### config.mk
export PLATFORM = sky130hd
export DESIGN_NAME = utf8_text_validator
export DESIGN_NICKNAME = d
export VERILOG_FILES = /design/src/sv/utf8v_pkg.sv /design/src/sv/utf8v_in_stage.sv /design/src/sv/utf8v_decode.sv /design/src/sv/utf8v_out_stage.sv /design/src/sv/utf8_text_validator.sv
export SDC_FILE = /design/constraint.sdc
export NUM_CORES = 1
export LEC_CHECK = 0
export ABC_AREA = 1
export BUFFER_PORTS_ARGS = -buffer_cell sky130_fd_sc_hd__buf_2
export CAP_MARGIN = 5
export CELL_PAD_IN_SITES_DETAIL_PLACEMENT = 1
export CELL_PAD_IN_SITES_GLOBAL_PLACEMENT = 1
export CORE_UTILIZATION = 40
export CTS_CLUSTER_SIZE = 8
export DETAILED_ROUTE_END_ITERATION = 8
export HOLD_SLACK_MARGIN = 0.06
export PLACE_DENSITY_LB_ADDON = 0.1
export SYNTH_ARGS = -nofsm -noshare
export SYNTH_HDL_FRONTEND = slang
export SYNTH_SLANG_ARGS = --single-unit
export TNS_END_PERCENT = 1
### constraint.sdc
create_clock -name clk -period 1.75 [get_ports clk]
set_input_delay 0.2625 -clock clk [delete_from_list [all_inputs] [get_ports clk]]
set_output_delay 0.2625 -clock clk [all_outputs]
set_load 0.05 [all_outputs]
### src/sv/utf8v_pkg.sv
package utf8v_pkg;

  localparam int unsigned ByteW  = 8;
  localparam int unsigned CpW    = 21;
  localparam int unsigned CountW = 21;
  localparam int unsigned LenW   = 20;
  localparam int unsigned PendW  = 2;
  localparam int unsigned SeqW   = 3;

  localparam logic [LenW-1:0] MaxLengthReset = LenW'(255);

  localparam logic [0:0] CfgMaxLength      = 1'b0;
  localparam logic [0:0] CfgAllowMultiline = 1'b1;

  localparam logic [ByteW-1:0] Lead2Min = 8'hc2;
  localparam logic [ByteW-1:0] Lead2Max = 8'hdf;
  localparam logic [ByteW-1:0] Lead3Min = 8'he0;
  localparam logic [ByteW-1:0] Lead3Max = 8'hef;
  localparam logic [ByteW-1:0] Lead4Min = 8'hf0;
  localparam logic [ByteW-1:0] Lead4Max = 8'hf4;

  localparam logic [SeqW-1:0] Seq1 = 3'd1;
  localparam logic [SeqW-1:0] Seq2 = 3'd2;
  localparam logic [SeqW-1:0] Seq3 = 3'd3;
  localparam logic [SeqW-1:0] Seq4 = 3'd4;

  localparam logic [CountW-1:0] CountMax = {CountW{1'b1}};

  typedef struct packed {
    logic             valid;
    logic [ByteW-1:0] data;
  } utf8v_byte_t;

  typedef struct packed {
    logic valid;
    logic ok;
  } utf8v_result_t;

  function automatic logic utf8v_point_ok(input logic [CpW-1:0] cp,
                                          input logic [SeqW-1:0] width,
                                          input logic multiline);
    logic ok;
    ok = 1'b1;
    if ((width == Seq2 && cp < 21'h80) || (width == Seq3 && cp < 21'h800) ||
        (width == Seq4 && cp < 21'h10000)) begin
      ok = 1'b0;
    end else if (cp > 21'h10ffff || (cp >= 21'hd800 && cp <= 21'hdfff)) begin
      ok = 1'b0;
    end else if (cp < 21'h20) begin
      ok = multiline && (cp == 21'h0a || cp == 21'h09);
    end else if (cp == 21'h7f || (cp >= 21'h80 && cp <= 21'h9f) ||
                 (cp >= 21'h200b && cp <= 21'h200f) ||
                 (cp >= 21'h202a && cp <= 21'h202e) ||
                 (cp >= 21'h2066 && cp <= 21'h2069) || cp == 21'hfeff) begin
      ok = 1'b0;
    end
    return ok;
  endfunction

endpackage

### src/sv/utf8v_in_stage.sv
module utf8v_in_stage
  import utf8v_pkg::*;
(
  input  logic             clk,
  input  logic             rst,
  input  logic             in_valid,
  output logic             in_stall,
  input  logic [ByteW-1:0] text_byte,
  input  logic             advance,
  output utf8v_byte_t      stage
);

  logic             held;
  logic [ByteW-1:0] data;

  assign in_stall = held && !advance;
  assign stage    = '{valid: held, data: data};

  always_ff @(posedge clk) begin
    if (rst) begin
      held <= 1'b0;
    end else if (!in_stall) begin
      held <= in_valid;
    end
  end

  always_ff @(posedge clk) begin
    if (!in_stall && in_valid) begin
      data <= text_byte;
    end
  end

endmodule

### src/sv/utf8v_decode.sv
module utf8v_decode
  import utf8v_pkg::*;
(
  input  logic            clk,
  input  logic            rst,
  input  utf8v_byte_t     stage,
  input  logic            advance,
  input  logic [LenW-1:0] max_length,
  input  logic            multiline_en,
  output utf8v_result_t   result
);

  logic              error_seen;
  logic [PendW-1:0]  bytes_pending;
  logic [SeqW-1:0]   sequence_width;
  logic [CpW-1:0]    code_point_acc;
  logic [CountW-1:0] byte_count;

  logic              error_seen_next;
  logic [PendW-1:0]  bytes_pending_next;
  logic [SeqW-1:0]   sequence_width_next;
  logic [CpW-1:0]    code_point_acc_next;
  logic [CountW-1:0] byte_count_next;

  logic             fire;
  logic [ByteW-1:0] b;
  logic [CpW-1:0]   cp_shift;

  assign fire     = stage.valid && advance;
  assign b        = stage.data;
  assign cp_shift = {code_point_acc[CpW-7:0], b[5:0]};

  always_comb begin
    error_seen_next     = error_seen;
    bytes_pending_next  = bytes_pending;
    sequence_width_next = sequence_width;
    code_point_acc_next = code_point_acc;
    byte_count_next     = byte_count;
    result              = '{valid: 1'b0, ok: 1'b0};
    if (fire) begin
      if (b == '0) begin
        result.valid = 1'b1;
        result.ok    = !error_seen && bytes_pending == '0 && byte_count != '0 &&
                       byte_count <= {1'b0, max_length};
        error_seen_next     = 1'b0;
        bytes_pending_next  = '0;
        sequence_width_next = '0;
        code_point_acc_next = '0;
        byte_count_next     = '0;
      end else begin
        if (byte_count != CountMax) begin
          byte_count_next = byte_count + CountW'(1);
        end
        if (error_seen) begin
          bytes_pending_next  = '0;
          sequence_width_next = '0;
          code_point_acc_next = '0;
        end else if (bytes_pending == '0) begin
          if (!b[7]) begin
            if (!utf8v_point_ok(CpW'(b), Seq1, multiline_en)) begin
              error_seen_next = 1'b1;
            end
          end else if (b >= Lead2Min && b <= Lead2Max) begin
            code_point_acc_next = CpW'(b[4:0]);
            sequence_width_next = Seq2;
            bytes_pending_next  = PendW'(1);
          end else if (b >= Lead3Min && b <= Lead3Max) begin
            code_point_acc_next = CpW'(b[3:0]);
            sequence_width_next = Seq3;
            bytes_pending_next  = PendW'(2);
          end else if (b >= Lead4Min && b <= Lead4Max) begin
            code_point_acc_next = CpW'(b[2:0]);
            sequence_width_next = Seq4;
            bytes_pending_next  = PendW'(3);
          end else begin
            error_seen_next = 1'b1;
          end
        end else if (b[7:6] != 2'b10) begin
          error_seen_next     = 1'b1;
          bytes_pending_next  = '0;
          sequence_width_next = '0;
          code_point_acc_next = '0;
        end else begin
          bytes_pending_next = bytes_pending - PendW'(1);
          if (bytes_pending == PendW'(1)) begin
            if (!utf8v_point_ok(cp_shift, sequence_width, multiline_en)) begin
              error_seen_next = 1'b1;
            end
            sequence_width_next = '0;
            code_point_acc_next = '0;
          end else begin
            code_point_acc_next = cp_shift;
          end
        end
      end
    end
  end

  always_ff @(posedge clk) begin
    if (rst) begin
      error_seen     <= 1'b0;
      bytes_pending  <= '0;
      sequence_width <= '0;
      code_point_acc <= '0;
      byte_count     <= '0;
    end else begin
      error_seen     <= error_seen_next;
      bytes_pending  <= bytes_pending_next;
      sequence_width <= sequence_width_next;
      code_point_acc <= code_point_acc_next;
      byte_count     <= byte_count_next;
    end
  end

`ifndef SYNTHESIS
  a_term_clears: assert property (@(posedge clk) disable iff (rst)
    (fire && b == '0) |=> (byte_count == '0 && bytes_pending == '0 && !error_seen))
    else $error("State not cleared after a terminator.");

  a_idle_seq_empty: assert property (@(posedge clk) disable iff (rst)
    (bytes_pending == '0) |-> (code_point_acc == '0 && sequence_width == '0))
    else $error("Partial code point left with nothing pending.");

  a_error_no_pending: assert property (@(posedge clk) disable iff (rst)
    error_seen |-> bytes_pending == '0)
    else $error("Continuation bytes pending after an error.");

  a_pending_fits_width: assert property (@(posedge clk) disable iff (rst)
    (bytes_pending != '0) |->
      (sequence_width >= Seq2 && sequence_width <= Seq4 &&
       {1'b0, bytes_pending} < sequence_width))
    else $error("Pending count does not fit the sequence width.");
`endif

endmodule

### src/sv/utf8v_out_stage.sv
module utf8v_out_stage
  import utf8v_pkg::*;
(
  input  logic          clk,
  input  logic          rst,
  input  utf8v_result_t result,
  output logic          advance,
  output logic          out_valid,
  input  logic          out_stall,
  output logic          text_valid
);

  assign advance = !(out_valid && out_stall);

  always_ff @(posedge clk) begin
    if (rst) begin
      out_valid <= 1'b0;
    end else if (advance) begin
      out_valid <= result.valid;
    end
  end

  always_ff @(posedge clk) begin
    if (advance && result.valid) begin
      text_valid <= result.ok;
    end
  end

endmodule

### src/sv/utf8_text_validator.sv
// Strict UTF-8 checker for NUL-terminated text, one byte per transaction on
// the input channel. Every byte runs through an input register, combinational
// decode and code point checks, and a result register, so a new byte can be
// taken every cycle unless the output stalls, and a result is offered once the
// zero byte has passed both registers. A stalled output holds both registers,
// and the input stalls in the same cycle once a byte is waiting.
// Only the zero byte produces an output transaction: text_valid is 1 when the
// string is nonempty, no longer than max_length bytes, decodes without error
// and holds no rejected code point (controls, DEL, C1, zero width, bidi marks
// and BOM; newline and tab pass when multiline text is enabled).
// Configuration writes are always taken and should be made while no string is
// in flight.
module utf8_text_validator
  import utf8v_pkg::*;
(
  input  logic             clk,
  input  logic             rst,
  input  logic             in_valid,
  output logic             in_stall,
  input  logic [ByteW-1:0] text_byte,
  output logic             out_valid,
  input  logic             out_stall,
  output logic             text_valid,
  input  logic             cfg_valid,
  output logic             cfg_ready,
  input  logic [0:0]       cfg_index,
  input  logic [LenW-1:0]  cfg_data
);

  logic [LenW-1:0] max_length;
  logic            multiline_en;
  logic            advance;
  utf8v_byte_t     stage;
  utf8v_result_t   result;

  assign cfg_ready = 1'b1;

  always_ff @(posedge clk) begin
    if (rst) begin
      max_length   <= MaxLengthReset;
      multiline_en <= 1'b0;
    end else if (cfg_valid && cfg_ready) begin
      unique case (cfg_index)
        CfgMaxLength:      max_length   <= cfg_data;
        CfgAllowMultiline: multiline_en <= cfg_data[0];
        default:           ;
      endcase
    end
  end

  utf8v_in_stage u_in (
    .clk       (clk),
    .rst       (rst),
    .in_valid  (in_valid),
    .in_stall  (in_stall),
    .text_byte (text_byte),
    .advance   (advance),
    .stage     (stage)
  );

  utf8v_decode u_decode (
    .clk          (clk),
    .rst          (rst),
    .stage        (stage),
    .advance      (advance),
    .max_length   (max_length),
    .multiline_en (multiline_en),
    .result       (result)
  );

  utf8v_out_stage u_out (
    .clk        (clk),
    .rst        (rst),
    .result     (result),
    .advance    (advance),
    .out_valid  (out_valid),
    .out_stall  (out_stall),
    .text_valid (text_valid)
  );

endmodule
==> results of run 1 <==
-- cell type report --
cell class / count / share of cell area [%]
Inverter: 102 / 6.56
Tap cell: 140 / 2.87
Timing Repair Buffer: 117 / 13.9
Timing Repair inverter: 1 / 0.184
Multi-Input combinational cell: 452 / 45.5
Clock buffer: 13 / 4.26
Sequential cell: 74 / 25.9
Clock inverter: 3 / 0.779
-- worst min-delay path by stage --
stage / startpoint / to / slack (ns) / cells after the start
2_1_floorplan: text_byte[0] / u_in.data[0] / 0.36 / 0
3_3_place_gp: text_byte[5] / u_in.data[5] / 0.44 / 1
3_5_place_dp: text_byte[0] / u_in.data[0] / 0.44 / 1
4_1_cts: text_byte[0] / u_in.data[0] / 0.08 / 1
5_1_grt: text_byte[0] / u_in.data[0] / 0.09 / 1
6_report: text_byte[0] / u_in.data[0] / 0.09 / 1
-- repair_timing --
action,4_1_cts,5_1_grt
endpoints found under the setup margin,41,43
gates resized for setup,47,54
gates cloned,0,1
pin swaps,7,18
buffers inserted,7,3
-- worst reg2reg max path: stages, from the launching register on --
cell	delay, ns
edfxtp_1	0.41
buf_6	0.15
buf_6	0.11
nor2_2	0.07
nand2_1	0.07
inv_2	0.09
nand4_4	0.13
nand4_1	0.17
nand2_2	0.10
buf_12	0.16
buf_12	0.14
a21oi_1	0.17
nor2_1	0.06
-- metrics by stage --
| step | instances | setup TNS (ns) | hold slack, ns | setup WS [ns] |
|---|---|---|---|---|
| 2_1_floorplan | 646 | -0.392 | 0.361 | -0.0615 |
| 3_3_place_gp | 875 | -0.318 | 0.440 | -0.113 |
| 3_5_place_dp | 875 | -2.59 | 0.441 | -0.146 |
| 4_1_cts | 898 | -1.28 | 0.0826 | -0.0704 |
| 5_1_grt | 902 | -6.95 | 0.0856 | -0.260 |
| 6_report | 902 | -2.92 | 0.0937 | -0.164 |
-- logic make-up (layout without fill, tap and decap cells) --
group | Yosys count | count (layout) | synth area share (%)
AOI/OAI and AO/OA | 127 | 127 | 17.4
xor gates and xnor gates | 9 | 9 | 1.72
adders and majority gates | 24 | 24 | 6.55
buffers and inverters | 120 | 236 | 11.0
DFF | 74 | 74 | 34.3
other | 1 | 1 | 0.0818
and+or+nand+nor | 291 | 291 | 29.0
-- synth_stat cells (all sizes together) --
cell type,count,area (sq um)
clkbuf,8,30.0
ha,24,300
xnor2,1,8.76
and2,1,6.26
o31ai,1,7.51
nor4,13,103
nand4,15,109
clkinv,1,8.76
o2111ai,1,8.76
nand3b,3,22.5
conb,1,3.75
edfxtp,9,270
dfxtp,65,1300
nor2,72,285
or2,2,12.5
a31oi,5,31.3
a211oi,13,158
a21oi,65,355
nor3,16,95.1
o211ai,8,60.1
a21o,1,7.51
inv,101,379
xor2,8,70.1
o21ai,31,155
nand3,44,220
buf,10,83.8
o21a,2,15.0
nand2,125,474
-- state kept, by name, summed over array words and instances, names as in the netlist --
| register | flops |
|---|---|
| u_decode.byte_count | 21 |
| max_length | 20 |
| u_decode.code_point_acc | 15 |
| u_in.data | 8 |
| u_decode.sequence_width | 3 |
| u_decode.bytes_pending | 2 |
| multiline_en | 1 |
| u_decode.error_seen | 1 |
| u_in.held | 1 |
| u_out.out_valid | 1 |
| u_out.text_valid | 1 |
-- power by group --
group | internal, mW | total (mW) | switching [mW]
sequential | 1.81 | 1.87 | 0.0634
clock | 1.19 | 1.96 | 0.767
combinational | 0.393 | 1.03 | 0.640
total | 3.39 | 4.86 | 1.47
-- metal layers --
layer	GRT usage, %	routed length, um
met1	27.5	6090
met2	52.3	8740
met3	5.32	428
met4	10.3	296
met5	0	0
==> metrics, run 1 <==
status=finished, violations left; violated checks=negative setup slack; 1st-iter DRT viols=172; Peak VDD IR=0.641 mV; routability cong.=0.929; multi-input logic area=2780 sq um; CTS H-Tree Depth=3; Power, Total=4.86 mW; delay of the slowest cell on the worst path=0.41 ns; Yosys reg bits=74; CTS max path bufs=2; Total GRT Usage=26.8%; Least-Margin Pin Slew=around 0.63 ns; worst setup path start=u_in.data[4]; CTS tree=yes; Buf+Inv Stages, Crit Path=5; Cells after Synth=646; layout cell share with drive strength beyond 1=31.8%; port bufs=36; Skew-Pair Late Insertion Delay=0.35 ns; Synth cell types=between 40 and 50; Power Density=796 nW/um^2; Synth Warn #=0; worst path arrival time=2.14 ns; worst setup path category=flip-flop to flip-flop; Leakage=2.75 nW; first-pass GRT wire length=roughly 24000 um; filler instances=1392; slowest CP cell=edfxtp_1; synthesized area per cell=7.09 sq um; Seq. cell area=1580 sq um; via count=4795; Max Clock Skew=0.00929 ns; CTS Hold Buffers Added=0; endpoint of the worst register-to-register path=u_decode.byte_count[15]; f_max=522 MHz; Syn Std Cell Area=4580 sq um; placement-stage cell area=5390 sq um; unrepaired setup endpoints after global routing=true; Final Hold Fails=0; syn_nets=around 700; data required time at the worst endpoint=1.98 ns; Relative slew margins=between 50% and 60%; Layout area overhead=33.3%; r2r startpoint=u_in.data[4]; DR DRC count=0; Overflow after GRT=0; post-route cell area=6110 sq um; Initial Util=roughly two fifths; HPWL Detailed=11400 um; reg2reg path depth=12; number of global-route vias before repair=approximately 5100; # clock sinks=74; hold crit path type=primary input to flip-flop; largest net degree at the start of global routing=26; Critical Path Fanout Max=11; CP cell instances=buf_6, buf_6, nor2_2, nand2_1, inv_2, nand4_4, nand4_1, nand2_2, buf_12, buf_12, a21oi_1, nor2_1; CP endpoint kind=flip-flop; DRT Pass-1 Iters=4; total CTS buffers=9; commonest non-fill, non-tap cell in the layout=nand2_1; wire per inst=17.2 um; count of final setup violators=40; Util after Layout=55.6%; Die X=109 um; Slew Limit Fails=0; die height=109 um; initial antenna violation count=0; Critical Path Stages=12; Vias/cell=5.32; crit share post-route=109%; Crit path max-delay family=buffers and inverters; die area=around 12000 sq um; most frequent cells in the layout=nand2_1, inv_1, buf_4; R2R setup slack=-0.16 ns; Final Critical Period=1.91 ns; total core area=between 10000 and 15000 sq um; final antenna-violating net count=0; setup ws final=-0.164 ns; clk root buf=clkbuf_16; startpoint type of the worst setup path=flip-flop; Final nets=815; max-cap viol count=0; # diodes=0; standard-cell rows=38; crit path capture=u_decode.byte_count[15]; final WL=about 16000 um; Worst-path clk slew=around 0.060 ns; sequential area share after synthesis=34.3%; I/O Pins=38
Note: power is estimated with default switching activity, not from simulation.
==> inputs of run 2 (changes only) <==
Settings changed: SETUP_SLACK_MARGIN set to 0.2.
==> metrics, run 2 (synthesized netlist as in run 1, its figures left out) <==
status=finished, violations left; violated checks=negative setup slack; I/O Pins=38 (unchanged); hold crit path type=primary input to flip-flop; Least-Margin Pin Slew=0.739 ns (+0.109 ns); # diodes=0 (unchanged); largest net degree at the start of global routing=26 (unchanged); die area=11900 sq um (unchanged); P_sw=1.46 mW (-0.37%); CTS H-Tree Depth=3 (unchanged); Crit path top cell by count=nand3_1; setup ws final=-0.131 ns (+0.0330 ns); Worst-path clk slew=0.06 ns (about the same); slowest CP cell=edfxtp_1; die height=109 um (unchanged); f_max=532 MHz (+1.8%); Max Clock Skew=0.00574 ns (-0.00354 ns); Pint=3.32 mW (-2.1%); total core area=11000 sq um (unchanged); worst path arrival time=2.11 ns (-0.03 ns); CTS tree=yes; unrepaired setup endpoints after global routing=true; max-cap viol count=0 (unchanged); DR DRC count=0 (unchanged); total negative slack=-1.92 ns (+0.998 ns); initial antenna violation count=0 (unchanged); Comb power frac=21.8% (+0.5 points); Final Critical Period=1.88 ns (-0.0330 ns); number of global-route vias before repair=5072 (-0.49%); final antenna-violating net count=0 (unchanged); Layout area overhead=32.4%; commonest non-fill, non-tap cell in the layout=nand2_1; DRT Pass-1 Iters=4 (unchanged); Sw Ratio=30.6% (+0.37 points); Critical Path Fanout Max=4 (-7); wire per inst=16.7 um (-3.3%); 1st-iter DRT viols=141 (-18%); delay of the slowest cell on the worst path=0.50 ns (+0.09 ns); startpoint type of the worst setup path=flip-flop; Initial Util=41.7% (unchanged); Skew-Pair Late Insertion Delay=0.34 ns (about the same); total CTS buffers=9 (unchanged); Final Hold Fails=0 (unchanged); Reg power frac=39.3% (+0.8 points); layout cell share with drive strength beyond 1=30.7% (-1.1 points); routability cong.=0.868 (-6.6%); CTS max path bufs=2 (unchanged); final WL=15000 um (-3.7%); most frequent cells in the layout=nand2_1, inv_1, buf_4; CP endpoint kind=flip-flop; Crit path max-delay family=simple AND/OR/NAND/NOR gates; via count=4724 (-1.5%); port bufs=36 (unchanged); data required time at the worst endpoint=1.98 ns (about the same); Power Density=789 nW/um^2 (-0.90%); Relative slew margins=50.7% (-7.3 points); crit share post-route=108% (-1.9 points); clk root buf=clkbuf_16; first-pass GRT wire length=24200 um (+0.52%); Die X=109 um (unchanged); Final nets=812 (-0.37%); worst setup path category=flip-flop to flip-flop; Peak VDD IR=0.413 mV (-35%); standard-cell rows=38 (unchanged); Overflow after GRT=0 (unchanged); Buf+Inv Stages, Crit Path=3 (-2); Slew Limit Fails=0 (unchanged); Vias/cell=5.25 (-1.2%); pre-CTS setup slack=-0.233 ns (-0.0867 ns); Largest register FFs=21 (unchanged); CP cell instances=buf_6, buf_6, nand2_4, inv_1, nand3_1, nor2_1, nand3_1, nand3_1, nor2_1, nand3_1, nand2_1, nand2_1, nand2_1, nand2_2, nand2_2, a21oi_2; # clock sinks=74 (unchanged); biggest regs=u_decode.byte_count x21, max_length x20, u_decode.code_point_acc x15; register with the most flip-flops=u_decode.byte_count; count of final setup violators=27 (-33%); HPWL Detailed=11500 um (+0.92%); Clock power frac=38.8% (-1.4 points); Total GRT Usage=26.5% (-0.27 points); Leakage=2.74 nW (-0.22%)
[run 2: path summary, 6_finish.rpt]
kind | startpoint | endpoint | slack [ns] | depth (start not counted)
max | u_in.data[5] | u_decode.error_seen | -0.13 | 16
min | text_byte[5] | u_in.data[5] | 0.10 | 1
max reg2reg | u_in.data[5] | u_decode.error_seen | -0.13 | 16
min reg2reg | max_length[8] | max_length[8] | 0.48 | 2
[run 2: worst reg2reg max path, delay by kind of cell (launching register included)]
| family | cells | cell delay (ns) |
|---|---|---|
| AND/OR/NAND/NOR | 12 | 0.88 |
| flip-flops | 1 | 0.50 |
| buffers and inverters | 3 | 0.34 |
| AO/OA/AOI/OAI | 1 | 0.04 |
[run 2: power groups by stage]
| stage | clock network [mW] | logic [mW] | registers, mW |
|---|---|---|---|
| after floorplan | 0 | 0.571 | 1.89 |
| after global placement | 0 | 0.859 | 1.90 |
| after detailed placement | 0 | 0.898 | 1.91 |
| after CTS | 1.90 | 0.976 | 1.87 |
| after global routing | 1.95 | 1.15 | 1.89 |
| final | 1.86 | 1.04 | 1.88 |
[run 2: metal layers]
layer	share of wire, %	vias up	routed length, um	global-route usage (%)
met4	2.2	0	336	10.7
met1	38	2286	5770	27.1
met2	57	55	8500	52.6
met3	2.6	21	384	4.06
li1	-	2362	-	-
met5	0	-	0	0
[run 2: final cells by class]
cell class	instances	area, sq um
clock buffer	10	229
clock inverter	6	63.8
fill	1409	4920
inverter	102	395
multi-input combinational	452	2770
sequential	74	1580
tap	140	175
timing repair buffer	115	851
[run 2: through the flow]
step	utilization [%]	cell area [sq um]	cells	hold WS, ns	total power [mW]
after floorplan	-	4610	646	0.361	2.46
after global placement	49.3	5410	876	0.439	2.76
after detailed placement	49.3	5410	876	0.443	2.81
after CTS	53.9	5920	899	0.0913	4.75
after global routing	55.2	6070	899	0.0955	4.99
final	55.2	6070	899	0.101	4.79
[run 2: timing repair]
item / CTS / global route
gates resized for setup: 52 / 45
setup buffers: 6 / 0
pin swaps: 13 / 24
setup endpoints to repair: 45 / 46
cloned: 1 / 0
hold buffers: 0 / 0
